[src/sptx_pkg.sv]
// ----------------------------------------------------------------------------
// sptx_pkg
// Shared widths, register codes, data types and the arctangent table of the
// polar-to-XY region filter.
// ----------------------------------------------------------------------------
package sptx_pkg;

   // field widths
   localparam int RANGE_BITS     = 16;
   localparam int ANGLE_BITS     = 16;
   localparam int INDEX_BITS     = 12;
   localparam int INTEN_BITS     = 16;
   localparam int POINT_BITS     = 17;

   // rotation datapath widths
   localparam int PHASE_BITS     = 32;
   localparam int GAIN_BITS      = 30;
   localparam int FRAC_BITS      = 30;
   localparam int MAG_BITS       = RANGE_BITS + GAIN_BITS;
   localparam int XY_BITS        = MAG_BITS + 3;
   localparam int COORD_BITS     = XY_BITS - FRAC_BITS;
   localparam int CMP_BITS       = ((COORD_BITS > POINT_BITS) ? COORD_BITS : POINT_BITS) + 1;
   localparam int NUM_ITER       = 16;
   localparam int ITER_BITS      = 4;

   // CORDIC gain compensation 0.607252935 in Q30
   localparam logic [GAIN_BITS-1:0] GAIN_Q30 = 30'd652032874;
   localparam int COORD_LIMIT    = 65535;

   // configuration port
   localparam int CSR_INDEX_BITS = 3;
   localparam int CSR_DATA_BITS  = 17;
   localparam logic [CSR_INDEX_BITS-1:0] CSR_START_ANGLE  = 3'd0;
   localparam logic [CSR_INDEX_BITS-1:0] CSR_ANGLE_STEP   = 3'd1;
   localparam logic [CSR_INDEX_BITS-1:0] CSR_WINDOW_X_MIN = 3'd2;
   localparam logic [CSR_INDEX_BITS-1:0] CSR_WINDOW_X_MAX = 3'd3;
   localparam logic [CSR_INDEX_BITS-1:0] CSR_WINDOW_Y_MIN = 3'd4;
   localparam logic [CSR_INDEX_BITS-1:0] CSR_WINDOW_Y_MAX = 3'd5;

   localparam logic signed [POINT_BITS-1:0] RESET_X_MIN = -17'sd1200;
   localparam logic signed [POINT_BITS-1:0] RESET_X_MAX = 17'sd0;
   localparam logic signed [POINT_BITS-1:0] RESET_Y_MIN = -17'sd1000;
   localparam logic signed [POINT_BITS-1:0] RESET_Y_MAX = 17'sd700;

   // beam fields carried alongside the rotation
   typedef struct packed {
      logic [INDEX_BITS-1:0] index;
      logic [INTEN_BITS-1:0] inten;
   } beam_type;

   // rotation vector handed from cell to cell
   typedef struct packed {
      logic signed [XY_BITS-1:0]    x;
      logic signed [XY_BITS-1:0]    y;
      logic signed [PHASE_BITS-1:0] z;
      beam_type                     beam;
   } vec_type;

   // region bounds
   typedef struct packed {
      logic signed [POINT_BITS-1:0] x_min;
      logic signed [POINT_BITS-1:0] x_max;
      logic signed [POINT_BITS-1:0] y_min;
      logic signed [POINT_BITS-1:0] y_max;
   } bounds_type;

   // atan(2^-i) in 2^32-per-turn units
   function automatic logic signed [PHASE_BITS-1:0] atan_entry(input logic [ITER_BITS-1:0] i);
      logic signed [PHASE_BITS-1:0] a;
      case (i)
         4'd0:    a = 32'sh20000000;
         4'd1:    a = 32'sh12E4051E;
         4'd2:    a = 32'sh09FB385B;
         4'd3:    a = 32'sh051111D4;
         4'd4:    a = 32'sh028B0D43;
         4'd5:    a = 32'sh0145D7E1;
         4'd6:    a = 32'sh00A2F61E;
         4'd7:    a = 32'sh00517C55;
         4'd8:    a = 32'sh0028BE53;
         4'd9:    a = 32'sh00145F2F;
         4'd10:   a = 32'sh000A2F98;
         4'd11:   a = 32'sh000517CC;
         4'd12:   a = 32'sh00028BE6;
         4'd13:   a = 32'sh000145F3;
         4'd14:   a = 32'sh0000A2FA;
         4'd15:   a = 32'sh0000517D;
         default: a = '0;
      endcase
      return a;
   endfunction

endpackage

[src/sptx_window.sv]
// ----------------------------------------------------------------------------
// sptx_window
// Round coordinates to millimetres, test them against the region, negate
// and clamp, and hold the result in the output register.
// ----------------------------------------------------------------------------
module sptx_window (
   input  logic                                  clock,
   input  logic                                  reset,
   input  logic                                  in_valid,
   output logic                                  in_ready,
   input  sptx_pkg::vec_type                     in_vec,
   input  sptx_pkg::bounds_type                  bounds,
   output logic                                  rsp_valid,
   input  logic                                  rsp_stall,
   output logic signed [sptx_pkg::POINT_BITS-1:0] rsp_point_x,
   output logic signed [sptx_pkg::POINT_BITS-1:0] rsp_point_y,
   output logic [sptx_pkg::INTEN_BITS-1:0]       rsp_point_intensity,
   output logic [sptx_pkg::INDEX_BITS-1:0]       rsp_point_beam
);

   localparam int NEG_BITS = sptx_pkg::CMP_BITS + 1;
   localparam logic signed [sptx_pkg::XY_BITS-1:0] ROUND_HALF =
      {{(sptx_pkg::XY_BITS - sptx_pkg::FRAC_BITS){1'b0}}, 1'b1,
       {(sptx_pkg::FRAC_BITS - 1){1'b0}}};
   localparam logic signed [NEG_BITS-1:0] LIMIT_POS = NEG_BITS'(sptx_pkg::COORD_LIMIT);
   localparam logic signed [NEG_BITS-1:0] LIMIT_NEG = -LIMIT_POS;

   logic                                       r_valid_ff;
   logic signed [sptx_pkg::COORD_BITS-1:0]     rx_ff, ry_ff;
   sptx_pkg::beam_type                         r_beam_ff;
   logic signed [sptx_pkg::XY_BITS-1:0]        x_sum, y_sum, x_sh, y_sh;
   logic                                       r_ready, out_load, in_window;
   logic signed [sptx_pkg::CMP_BITS-1:0]       cx, cy;
   logic signed [NEG_BITS-1:0]                 nx, ny, kx, ky;
   logic                                       rsp_valid_ff, rsp_valid_in;
   logic signed [sptx_pkg::POINT_BITS-1:0]     px_ff, py_ff;
   logic [sptx_pkg::INTEN_BITS-1:0]            pi_ff;
   logic [sptx_pkg::INDEX_BITS-1:0]            pb_ff;

   assign out_load = !rsp_valid_ff || !rsp_stall;
   assign r_ready  = !r_valid_ff || out_load;
   assign in_ready = r_ready;

   // round half up to millimetres
   always_comb begin
      x_sum = in_vec.x + ROUND_HALF;
      y_sum = in_vec.y + ROUND_HALF;
      x_sh  = x_sum >>> sptx_pkg::FRAC_BITS;
      y_sh  = y_sum >>> sptx_pkg::FRAC_BITS;
   end

   always_ff @(posedge clock) begin
      if (reset) begin
         r_valid_ff <= 1'b0;
      end else if (r_ready) begin
         r_valid_ff <= in_valid;
      end
      if (r_ready) begin
         rx_ff     <= x_sh[sptx_pkg::COORD_BITS-1:0];
         ry_ff     <= y_sh[sptx_pkg::COORD_BITS-1:0];
         r_beam_ff <= in_vec.beam;
      end
   end

   // region test, then negate and clamp
   always_comb begin
      cx = sptx_pkg::CMP_BITS'(rx_ff);
      cy = sptx_pkg::CMP_BITS'(ry_ff);
      in_window = (cx >= sptx_pkg::CMP_BITS'(bounds.x_min)) &&
                  (cx <= sptx_pkg::CMP_BITS'(bounds.x_max)) &&
                  (cy >= sptx_pkg::CMP_BITS'(bounds.y_min)) &&
                  (cy <= sptx_pkg::CMP_BITS'(bounds.y_max));
      nx = -NEG_BITS'(cx);
      ny = -NEG_BITS'(cy);
      kx = (nx > LIMIT_POS) ? LIMIT_POS : ((nx < LIMIT_NEG) ? LIMIT_NEG : nx);
      ky = (ny > LIMIT_POS) ? LIMIT_POS : ((ny < LIMIT_NEG) ? LIMIT_NEG : ny);
      rsp_valid_in = r_valid_ff && in_window;
   end

   // load the output register when it is empty or being taken
   always_ff @(posedge clock) begin
      if (reset) begin
         rsp_valid_ff <= 1'b0;
      end else if (out_load) begin
         rsp_valid_ff <= rsp_valid_in;
      end
      if (out_load && rsp_valid_in) begin
         px_ff <= kx[sptx_pkg::POINT_BITS-1:0];
         py_ff <= ky[sptx_pkg::POINT_BITS-1:0];
         pi_ff <= r_beam_ff.inten;
         pb_ff <= r_beam_ff.index;
      end
   end

   assign rsp_valid           = rsp_valid_ff;
   assign rsp_point_x         = px_ff;
   assign rsp_point_y         = py_ff;
   assign rsp_point_intensity = pi_ff;
   assign rsp_point_beam      = pb_ff;

endmodule

[config.mk]
export PLATFORM = sky130hd
export DESIGN_NAME = sptx_window
export DESIGN_NICKNAME = d
export VERILOG_FILES = /design/src/sptx_pkg.sv /design/src/sptx_window.sv
export SDC_FILE = /design/constraint.sdc
export NUM_CORES = 1
export LEC_CHECK = 0
export BUFFER_PORTS_ARGS = -buffer_cell sky130_fd_sc_hd__clkbuf_2
export CORE_MARGIN = 2
export CORE_UTILIZATION = 50
export DETAILED_ROUTE_END_ITERATION = 12
export PLACE_DENSITY_LB_ADDON = 0.05
export REMOVE_ABC_BUFFERS = 1
export SLEW_MARGIN = 15
export SYNTH_ARGS = -nofsm -noshare
export SYNTH_HDL_FRONTEND = slang
export SYNTH_SLANG_ARGS = --single-unit
[constraint.sdc]
create_clock -name clock -period 8.23 [get_ports clock]
set_input_delay 1.2345 -clock clock [delete_from_list [all_inputs] [get_ports clock]]
set_output_delay 1.2345 -clock clock [all_outputs]
set_load 0.01 [all_outputs]
**Word level (Yosys, flattened, before mapping)**

Index checks and enable logic that the tools add are counted.

- Input port bits: 230
- Bits in registers: 130
- Output and inout port bits: 64
- Logic and storage cells: 38

- Mux-type cells: 2
- Order comparisons: 8
- Reductions and logical operators: 12
- $add $sub $neg: 4

Operators by type and width:

| cell | count |
|---|---|
| $add 49x31->49 const B | 2 |
| $gt 21x17->1 const B | 2 |
| $lt 21x17->1 const B | 2 |
| $neg 19->21 | 2 |
| $ge 19x17->1 | 2 |
| $le 19x17->1 | 2 |
| $mux 17 | 2 |
| $logic_and 1x1->1 | 5 |
| $reduce_or 2->1 | 2 |
| $logic_not 1->1 | 3 |
| $logic_or 1x1->1 | 2 |

**Depth between registers and ports, before layout**

Gate-level depths: netlist (run 1).

- Depth in word-level cells: 6
- Depth in mapped cells: 10
- Gate-level depth less buffers: 9

**Worst setup path before layout (run 1)**

Ideal clock, no wire load.

- Path type: input to register
- Start: in bounds[16] in the netlist's numbering
- End: reg pb_ff (netlist bit rsp_point_beam[0]), enable pin
- Arrival time: 6.014 ns
- Setup time: 0.503 ns
- Cell stages on the path: 9
- Data required time: 7.727 ns
- Buffers on the path: 0
- Setup slack: 1.713 ns
- Cell sequence: inv_1 > ha_1 > a21o_1 > a2111oi_0 > and3b_1 > o2111ai_1 > a32o_1 > a211o_1 > a21oi_1

- Longest elaborated chain between the ends: 4

Ends and longest elaborated chain:

| item | line | RTL |
|---|---|---|
| from (decl) | sptx_window.sv:12 | `input sptx_pkg::bounds_type bounds,` |
| $le 19x17->1 | sptx_window.sv:72 | `(cy <= sptx_pkg::CMP_BITS'(bounds.y_max));` |
| $logic_and 1x1->1 | sptx_window.sv:71 | `(cy >= sptx_pkg::CMP_BITS'(bounds.y_min)) &&` |
| $logic_and 1x1->1 | sptx_window.sv:77 | `rsp_valid_in = r_valid_ff && in_window;` |
| $logic_and 1x1->1 | sptx_window.sv:87 | `if (out_load && rsp_valid_in) begin` |
| to (signal assigned) | sptx_window.sv:91 | `pb_ff <= r_beam_ff.index;` |
| to (decl) | sptx_window.sv:38 | `logic [sptx_pkg::INDEX_BITS-1:0] pb_ff;` |

No other way between the ends.
A chain may end at the register's enable or synchronous reset.

**Final worst setup path (run 1)**

- Start: in bounds[16] in the netlist's numbering
- End: reg py_ff (netlist bit rsp_point_y[4]), enable pin

- Longest elaborated chain between the ends: 4

Ends and longest elaborated chain:

| item | line | RTL |
|---|---|---|
| $le 19x17->1 | sptx_window.sv:72 |  |
| $logic_and 1x1->1 | sptx_window.sv:71 |  |
| $logic_and 1x1->1 | sptx_window.sv:77 |  |
| $logic_and 1x1->1 | sptx_window.sv:87 |  |
| to (signal assigned) | sptx_window.sv:89 | `py_ff <= ky[sptx_pkg::POINT_BITS-1:0];` |
| to (decl) | sptx_window.sv:36 | `logic signed [sptx_pkg::POINT_BITS-1:0] px_ff, py_ff;` |

No other way between the ends.

==> results of run 1 <==
[state kept, by name (all words and copies together) (netlist names)]
| register | flops |
|---|---|
| rsp_valid | 1 |
| r_beam_ff | 28 |
| rsp_point_intensity | 16 |
| rsp_point_beam | 12 |
| rsp_point_x | 17 |
| rsp_point_y | 17 |
| r_valid_ff | 1 |
| rx_ff | 19 |
| ry_ff | 19 |
[worst paths after layout]
kind,from,end,slack [ps]
setup / recovery,bounds[16],rsp_point_y[4],4030
hold / removal,r_beam_ff[7],rsp_point_intensity[7],420
setup reg to reg,ry_ff[16],rsp_point_y[4],4500
hold reg to reg,r_beam_ff[7],rsp_point_intensity[7],420
[synthesized netlist by cell type (all sizes together), types with 4 or more instances]
cell,number
a21oi,31
and4,7
edfxtp,128
o21ai,43
inv,78
mux2i,5
nand2,42
or3,5
a211oi,6
xnor2,40
and3,6
nand2b,7
buf,9
nor2b,4
a21o,10
nor3,19
a31oi,5
nand4,27
nor2,37
xor2,21
nor4,10
ha,82
nor4b,4
o31ai,5
clkbuf,6
nand3,36
[cell families (layout without fill, tap and decap cells)]
logic type	after synthesis	count (layout)	synth area share, %
AND/OR/NAND/NOR	224	224	15.7
XOR/XNOR	61	61	6.70
adder cells (fa/ha/maj)	82	82	12.9
multiplexers	5	5	0.628
flip-flops	130	130	48.7
buffers and inverters	93	315	4.91
AO/OA/AOI/OAI	127	127	10.5
[stage by stage]
stage / util (%) / cell area (um2)
4_1_cts: 62.2 / 9780
6_report: 62.2 / 9780
3_3_place_gp: 58.5 / 9200
3_5_place_dp: 58.5 / 9200
5_1_grt: 62.2 / 9780
2_1_floorplan: - / 7870
[layout make-up]
class | count | area [um2] | share of cell area (%)
well taps | 216 | 270 | 2.76
inverters | 78 | 293 | 2.99
clock buffers | 17 | 425 | 4.35
flip-flops and latches | 130 | 3880 | 39.7
clock inverters | 15 | 154 | 1.57
multi-input cells | 499 | 3720 | 38.0
repair buffers | 205 | 1030 | 10.5
[critical path: cells and delay by family]
family                     cells  cell delay [ps]
AOI/OAI and AO/OA              6             1620
adders and majority gates      1              310
buffers and inverters          3              770
and+or+nand+nor                1              250
[power breakdown]
part	switching (uW)	leakage [uW]	internal [uW]
logic	121	0.00277	104
clock network	294	0.000281	449
registers	37.7	0.00127	762
[routing by layer]
metal	part of all wire [%]	global-route usage, %	wire length (um)
met1	38	24.9	7490
met5	0	0	0
met2	54	44.5	10500
met4	2.6	10.1	516
met3	4.8	4.84	934
==> impl_metrics.toml, run 1 <==
[status]
status = "finished clean"

[sta]
setup_viol = 0
whs_ps = 418
slew_headroom_pct = 23.3
hold_viol = 0
setup_tns_ps = 0
slew_viol_final = 0
fmax_mhz = 238
grt_setup_unrepaired = "no"
skew_ps = 11.7
tightest_slew_ps = 1150
timing.final.ws_setup_ps = 4030
layout_min_cycle_time_ps = 4200
finalCritPeriodShare_pct = 51.0

[placement]
gp_congestion = 0.890
io_buffer_count = 203
placedCellCount = 1128
dp_hpwl_um = 15200
dpl_worst_slack_ps = 3560

[cells_and_area]
fill_cells = 1297
antenna_cells = 0
layout_commonest_cell = "clkbuf_2"
final_cells = 1160
layout_common_cells = "clkbuf_2, edfxtp_1, ha_1"
nNetsFinal = 1243
drive_above_1_share_pct = 27.8
syn_to_final_growth_pct = 22.6

[pwr]
power.density_nw_per_um2 = 181
p_total_uw = 1770
vdd_drop_max_uv = 122
leakagePower_uw = 0.00432

[cts]
cts_tree = "yes"
path_clk_slew_ps = 60
postCtsSetupBuffers = 0
cts_resized = 0
cts_buffers = 17
clock_latency_ps = 420
clk_path_buf_depth = 2
root_buffer = "clkbuf_16"
clock-sinks = 130
htree_levels = 4
hold_buffers = 0

[grt]
grt_pass1_wl_um = 30200
overflow = 0
first_global_vias = 6458
track_usage_pct = 23.4
antenna_found_initial = 0
grt_max_degree = 63

[worst_setup_path]
worst_path_largest_cell_delay_ps = 630
critPathKind = "in -> reg"
end_kind = "flip-flop"
worstPathArrival_ps = 4240
cp_max_fo = 62
crit_path_top_delay_cell = "buf_4"
path_cells = "clkbuf_2, inv_1, ha_1, a21o_1, a2111oi_0, and3b_1, o2111ai_1, a32o_1, a211o_1, a21oi_4, buf_4"
crit_path_start_kind = "input port"
r2r_cells = 9
worstPathRequired_ps = 8280

[yosys]
synth_edf_count = 128
syn-cell-area_um2 = 7970
synthCells = 722
yosysTopAreaCell = "edfxtp_1"
synth.distinct_cells = 65
synth_area_leaders = "edfxtp_1, ha_1, xnor2_1"
yosys_warnings = 0
synth_ff_type = "edfxtp_1"
syn_avg_cell_area_um2 = 11.0
synth_top_area_share_pct = 48.2
synthArstFlopShare_pct = 0
ys_seq_elements = 130
synth_seq_area_share_pct = 48.7

[routing]
routed_wl_um = 19500
drt_pass1_iterations = 5
vias = 6316
route.detailed.drc = 0
via_per_inst = 5.44
routedWlPerCell_um = 16.8
drtIter0Drc = 337
ant_nets = 0

[worst_hold_path]
holdPathStages = 0
holdCritPathClass = "reg -> reg"

[floorplan]
io_pins = 294
rows = 46
die-area_um2 = 17000
die_y_um = 130
coreArea_um2 = 15700
fp.dieW_um = 130
start_util_pct = 50.7

[job]
cap_viol_max_count = 0
Note: power is estimated with default switching activity, not from simulation.
==> run 2: changes to the inputs <==
--- a/config.mk
+++ b/config.mk
@@ -5,9 +5,10 @@
 export SDC_FILE = /design/constraint.sdc
 export NUM_CORES = 1
 export LEC_CHECK = 0
+export ABC_AREA = 1
 export BUFFER_PORTS_ARGS = -buffer_cell sky130_fd_sc_hd__clkbuf_2
 export CORE_MARGIN = 2
-export CORE_UTILIZATION = 50
+export CORE_UTILIZATION = 46
 export DETAILED_ROUTE_END_ITERATION = 12
 export PLACE_DENSITY_LB_ADDON = 0.05
 export REMOVE_ABC_BUFFERS = 1
==> constraint.sdc (replaced) <==
create_clock -name clock -period 3.65 [get_ports clock]
set_input_delay 0.5475 -clock clock [delete_from_list [all_inputs] [get_ports clock]]
set_output_delay 0.5475 -clock clock [all_outputs]
set_load 0.01 [all_outputs]
==> impl_metrics.toml, run 2 <==
[yosys]
synth_seq_area_share_pct = 46.4
synth_top_family_by_area = "simple AND/OR/NAND/NOR gates"
synth-compound-area-share_pct = 3.24
synthArstFlopShare_pct = 0
yosys.area_share.simple_pct = 24.5
synth_ff_type = "edfxtp_1"
ys_top_cells_by_count = "nand2_1, inv_1, edfxtp_1"
synth_area_leaders = "edfxtp_1, ha_1, nand2_1"
synthCells = 962
yosysMostFrequentCell = "nand2_1"
synthAdderAreaFrac_pct = 12.3
synth.distinct_cells = 36
synth_edf_count = 128
synthMuxAreaShare_pct = 0
syn_avg_cell_area_um2 = 8.71
yosys_warnings = 0
synth_top_area_share_pct = 45.9
syn-cell-area_um2 = 8370
synth-xor-area-share_pct = 4.90
ys_seq_elements = 130
yosysTopAreaCell = "edfxtp_1"

[sta]
setup_tns_ps = 0
slew_viol_final = 0
slew_headroom_pct = 65.0
finalCritPeriodShare_pct = 74.0
setup_viol = 0
hold_viol = 0
grt_setup_unrepaired = "no"
layout_min_cycle_time_ps = 2700
fmax_mhz = 370
tightest_slew_ps = 525
skew_ps = 11.4

[floorplan]
rows = 49
fp.dieW_um = 139
coreArea_um2 = 17900
start_util_pct = 46.8
io_pins = 294
die-area_um2 = 19300
die_y_um = 139

[grt]
first_global_vias = 6287
antenna_found_initial = 0
track_usage_pct = 19.1
overflow = 0
grt_max_degree = 63
grt_pass1_wl_um = 29700

[cts]
cts_tree = "yes"
htree_levels = 4
cts_buffers = 17
path_clk_slew_ps = 70
clock-sinks = 130
clock_latency_ps = 410
root_buffer = "clkbuf_16"
clk_path_buf_depth = 2
cts_resized = 0
hold_buffers = 0
postCtsSetupBuffers = 0

[routing]
via_per_inst = 4.64
drt_pass1_iterations = 4
route.detailed.drc = 0
routedWlPerCell_um = 12.5
ant_nets = 0
vias = 6613
drtIter0Drc = 381
routed_wl_um = 17800

[worst_hold_path]
holdCritPathClass = "in -> reg"

[cells_and_area]
largest_reg_flops = 28
fin_util_pct = 57.4
syn_to_final_growth_pct = 22.8
antenna_cells = 0
layout_common_cells = "nand2_1, clkbuf_2, inv_1"
drive_above_1_share_pct = 22.9
largest-register = "r_beam_ff"
reg_top3 = "r_beam_ff: 28 flops, rx_ff: 19 flops, ry_ff: 19 flops"
nNetsFinal = 1495
fill_cells = 1697
stdcell_area_um2 = 10300
layout_commonest_cell = "nand2_1"

[pwr]
net-switching-power_uw = 1040
combinationalPowerShare_pct = 13.1
p_sw_share_pct = 25.8
vdd_drop_max_uv = 319
leakagePower_uw = 0.00514
power.density_nw_per_um2 = 394
pwr-share-seq_pct = 43.2
clkPwrFrac_pct = 43.7
p_int_uw = 3000

[placement]
io_buffer_count = 203
place_area_um2 = 9670
dp_hpwl_um = 14600
gp_congestion = 0.857

[worst_setup_path]
cp_max_fo = 62
crit_path_start_kind = "flip-flop"
critPathKind = "reg -> reg"
r2r_slack_ps = 950
worstPathArrival_ps = 2780
end_kind = "flip-flop"
worstPathRequired_ps = 3720

[job]
cap_viol_max_count = 0

[status]
status = "finished clean"
run 2: cell count changes in the layout (fill, tap and decap cells not counted), sizes merged, moves of 8 or more:
cell	delta
nand2	+207
inv	+99
nor2	+56
nand3	+32
o21ai	-27
xnor2	-27
xor2	+12
a21o	-8
run 2: worst paths after layout:
check,from,endpoint,depth (start not counted)
hold reg to reg,r_beam_ff[22],rsp_point_beam[6],0
setup / recovery,rx_ff[10],rsp_point_y[11],14
setup reg to reg,rx_ff[10],rsp_point_y[11],14
hold / removal,in_vec[6],r_beam_ff[6],1
run 2: logic make-up (layout without fill, tap and decap cells):
family | Yosys count | after routing
adders and majority gates | 82 | 82
and+or+nand+nor | 465 | 465
xor gates and xnor gates | 46 | 46
AOI/OAI and AO/OA | 52 | 52
buffers and inverters | 187 | 420
DFF | 130 | 130
run 2: routing by layer:
layer  GRT usage (%)  routed length [um]
met1            28.4                9020
met2            28.7                7640
met3            3.56                 961
met4            5.64                 196
met5               0                   0
run 2: area by class of cell:
class	instances	area, um2	area share, %
flip-flops and latches	130	3880	37.8
multi-input cells	645	3770	36.6
repair buffers	206	1050	10.2
inverters	183	687	6.68
clock buffers	17	425	4.14
well taps	229	287	2.79
clock inverters	14	180	1.75
run 2: power groups by stage:
stage / registers (uW) / clock network (uW) / logic [uW]
floorplan: 1760 / 0 / 355
global placement: 1780 / 0 / 523
detailed placement: 1780 / 0 / 531
CTS: 1750 / 1820 / 535
global route: 1760 / 1890 / 625
finish: 1750 / 1770 / 528
run 2: critical path: stages (launching register included):
cell,delay [ps]
edfxtp_1,510
ha_1,350
nand2_1,70
nor2_1,210
nand2_1,80
nor2_1,100
nand2_1,70
nand3_1,90
nand2_1,50
inv_1,50
nor2_1,40
nor2_1,100
nand3_1,170
nor2_4,150
buf_12,300
run 2: metrics by stage:
stage	worst slack [ps]	hold slack (ps)	std cells	total power, uW
global placement	772	400	1393	2300
detailed placement	739	405	1393	2310
finish	949	304	1424	4050
floorplan	-1180	400	958	2120
CTS	941	284	1424	4100
global route	644	287	1424	4270
==> run 3: changes to the inputs <==
--- a/config.mk
+++ b/config.mk
@@ -5,7 +5,7 @@
 export SDC_FILE = /design/constraint.sdc
 export NUM_CORES = 1
 export LEC_CHECK = 0
-export ABC_AREA = 1
+export ABC_AREA = 0
 export BUFFER_PORTS_ARGS = -buffer_cell sky130_fd_sc_hd__clkbuf_2
 export CORE_MARGIN = 2
 export CORE_UTILIZATION = 46
==> constraint.sdc (replaced) <==
create_clock -name clock -period 2.4 [get_ports clock]
set_input_delay 0.36 -clock clock [delete_from_list [all_inputs] [get_ports clock]]
set_output_delay 0.36 -clock clock [all_outputs]
set_load 0.01 [all_outputs]
==> impl_metrics.toml, run 3 (same netlist as run 1, synthesis figures left out) <==
[status]
status = "complete, but fails checks"
violations = "negative setup slack"

[pwr]
leakagePower_uw = 0.00520
vdd_drop_max_uv = 460
power.density_nw_per_um2 = 559

[cts]
root_buffer = "clkbuf_16"
clk_path_buf_depth = 2
path_clk_slew_ps = 60
cts_tree = "yes"
clock-sinks = 130
hold_buffers = 0
cts_buffers = 17
clock_latency_ps = 420
htree_levels = 4

[sta]
hold_viol = 0
timing.final.ws_setup_ps = -706
grt_setup_unrepaired = "yes"
slew_headroom_pct = 65.4
fmax_mhz = 322
layout_min_cycle_time_ps = 3110
slew_viol_final = 0
setup_viol = 95
tightest_slew_ps = 517
finalCritPeriodShare_pct = 129
skew_ps = 10.3
whs_ps = 105

[worst_setup_path]
crit_path_top_delay_cell = "a2111o_1"
cp_max_fo = 10
critPathKind = "reg -> reg"
worst_path_largest_cell_delay_ps = 460
crit_path_start_kind = "flip-flop"
r2r_end = "rsp_point_x[16]"
worstPathArrival_ps = 3240
crit_top_cell = "a2111o_1"
cp_top_family = "compound AO/OA/AOI/OAI gates"
end_kind = "flip-flop"
r2r-start = "rx_ff[7]"
path_cells = "ha_1, nand4_1, inv_1, a2111o_1, a2111o_1, xnor2_1, a211o_1, a21oi_4, buf_8, buf_16"
r2r_cells = 10
cp.buffers_inverters = 3
r2r_slack_ps = -710
worstPathRequired_ps = 2530

[worst_hold_path]
hold_end = "r_valid_ff"
holdCritPathClass = "in -> reg"
hold_start = "reset"
holdPathStages = 2

[cells_and_area]
multi_input_area_um2 = 4060
fin_util_pct = 67.2
layout_commonest_cell = "clkbuf_2"
drive_above_1_share_pct = 42.4
largest-register = "r_beam_ff"
antenna_cells = 0
nNetsFinal = 1399
syn_to_final_growth_pct = 44.2
regArea_um2 = 3880
fill_cells = 1377
layout_common_cells = "clkbuf_2, buf_4, edfxtp_1"
reg_top3 = "r_beam_ff: 28 flops, rx_ff: 19 flops, ry_ff: 19 flops"
largest_reg_flops = 28

[floorplan]
start_util_pct = 46.6
io_pins = 294
coreArea_um2 = 17100
fp.dieW_um = 136
die-area_um2 = 18400
rows = 48
die_y_um = 136

[routing]
route.detailed.drc = 0
drt_pass1_iterations = 5
vias = 7010
routedWlPerCell_um = 17.4
drtIter0Drc = 303
ant_nets = 0
via_per_inst = 5.29
routed_wl_um = 23000

[placement]
gp_congestion = 0.885
io_buffer_count = 203
dpl_worst_slack_ps = -888
dp_hpwl_um = 18000

[grt]
grt_max_degree = 22
first_global_vias = 6976
track_usage_pct = 25.2
grt_pass1_wl_um = 35000
antenna_found_initial = 0
overflow = 0

[job]
cap_viol_max_count = 0
-- run 3: cell types whose count changed in the layout (fill, tap and decap cells not counted), sizes merged, moves of 8 or more --
cell,before,now
a21o,2,10
buf,3,158
inv,184,87
nand2,249,42
nand3,68,36
nor2,93,37
o21ai,16,43
xnor2,13,40
xor2,33,21
-- run 3: repair_timing --
action,CTS,global route
gates resized for setup,77,31
setup endpoints to repair,96,96
cloned,4,0
pin swaps,22,17
buffers inserted,19,13
-- run 3: worst max path at each step --
stage                     from                     end  slack, ps  cells past startpoint
CTS                   rx_ff[7]         rsp_point_x[16]       -700                     10
global placement    bounds[14]  rsp_point_intensity[3]       -840                     11
floorplan             rx_ff[2]       rsp_point_beam[0]      -3360                      8
global route          rx_ff[7]         rsp_point_x[16]       -790                     10
finish                rx_ff[7]         rsp_point_x[16]       -710                     10
detailed placement  bounds[13]  rsp_point_intensity[3]       -890                     11
-- run 3: area by class of cell --
class	instances	share of cell area (%)
Multi-Input combinational cell	499	35.3
Timing Repair Buffer	361	20.7
Clock inverter	15	1.44
Clock buffer	17	3.70
Inverter	78	2.59
Tap cell	225	2.45
Sequential cell	130	33.8
-- run 3: per-stage QoR --
step / TNS [ps] / instance area (um2) / total power (uW) / cells
2_1_floorplan: -254980 / 7870 / 3220 / 707
3_3_place_gp: -62130 / 10200 / 3710 / 1262
3_5_place_dp: -65740 / 10200 / 3750 / 1262
4_1_cts: -53700 / 11300 / 6410 / 1315
5_1_grt: -64090 / 11500 / 6690 / 1325
6_report: -55200 / 11500 / 6420 / 1325
-- run 3: worst reg2reg max path: stages, from the launching register on --
cell and delay (ps):
edfxtp_1 450, ha_1 310, nand4_1 140, inv_1 60
a2111o_1 460, a2111o_1 400, xnor2_1 140, a211o_1 340
a21oi_4 180, buf_8 180, buf_16 160
-- run 3: power by group --
| group | switching [uW] | internal [uW] |
|---|---|---|
| clock network | 1140 | 1400 |
| logic | 611 | 609 |
| registers | 56.9 | 2610 |
-- run 3: metal layers --
layer | vias up | share of wire [%] | global-route usage [%]
li1 | 3418 | - | -
met1 | 3289 | 41 | 31.0
met2 | 251 | 49 | 43.4
met3 | 52 | 6.5 | 5.27
met4 | 0 | 3.0 | 9.84
met5 | - | 0 | 0
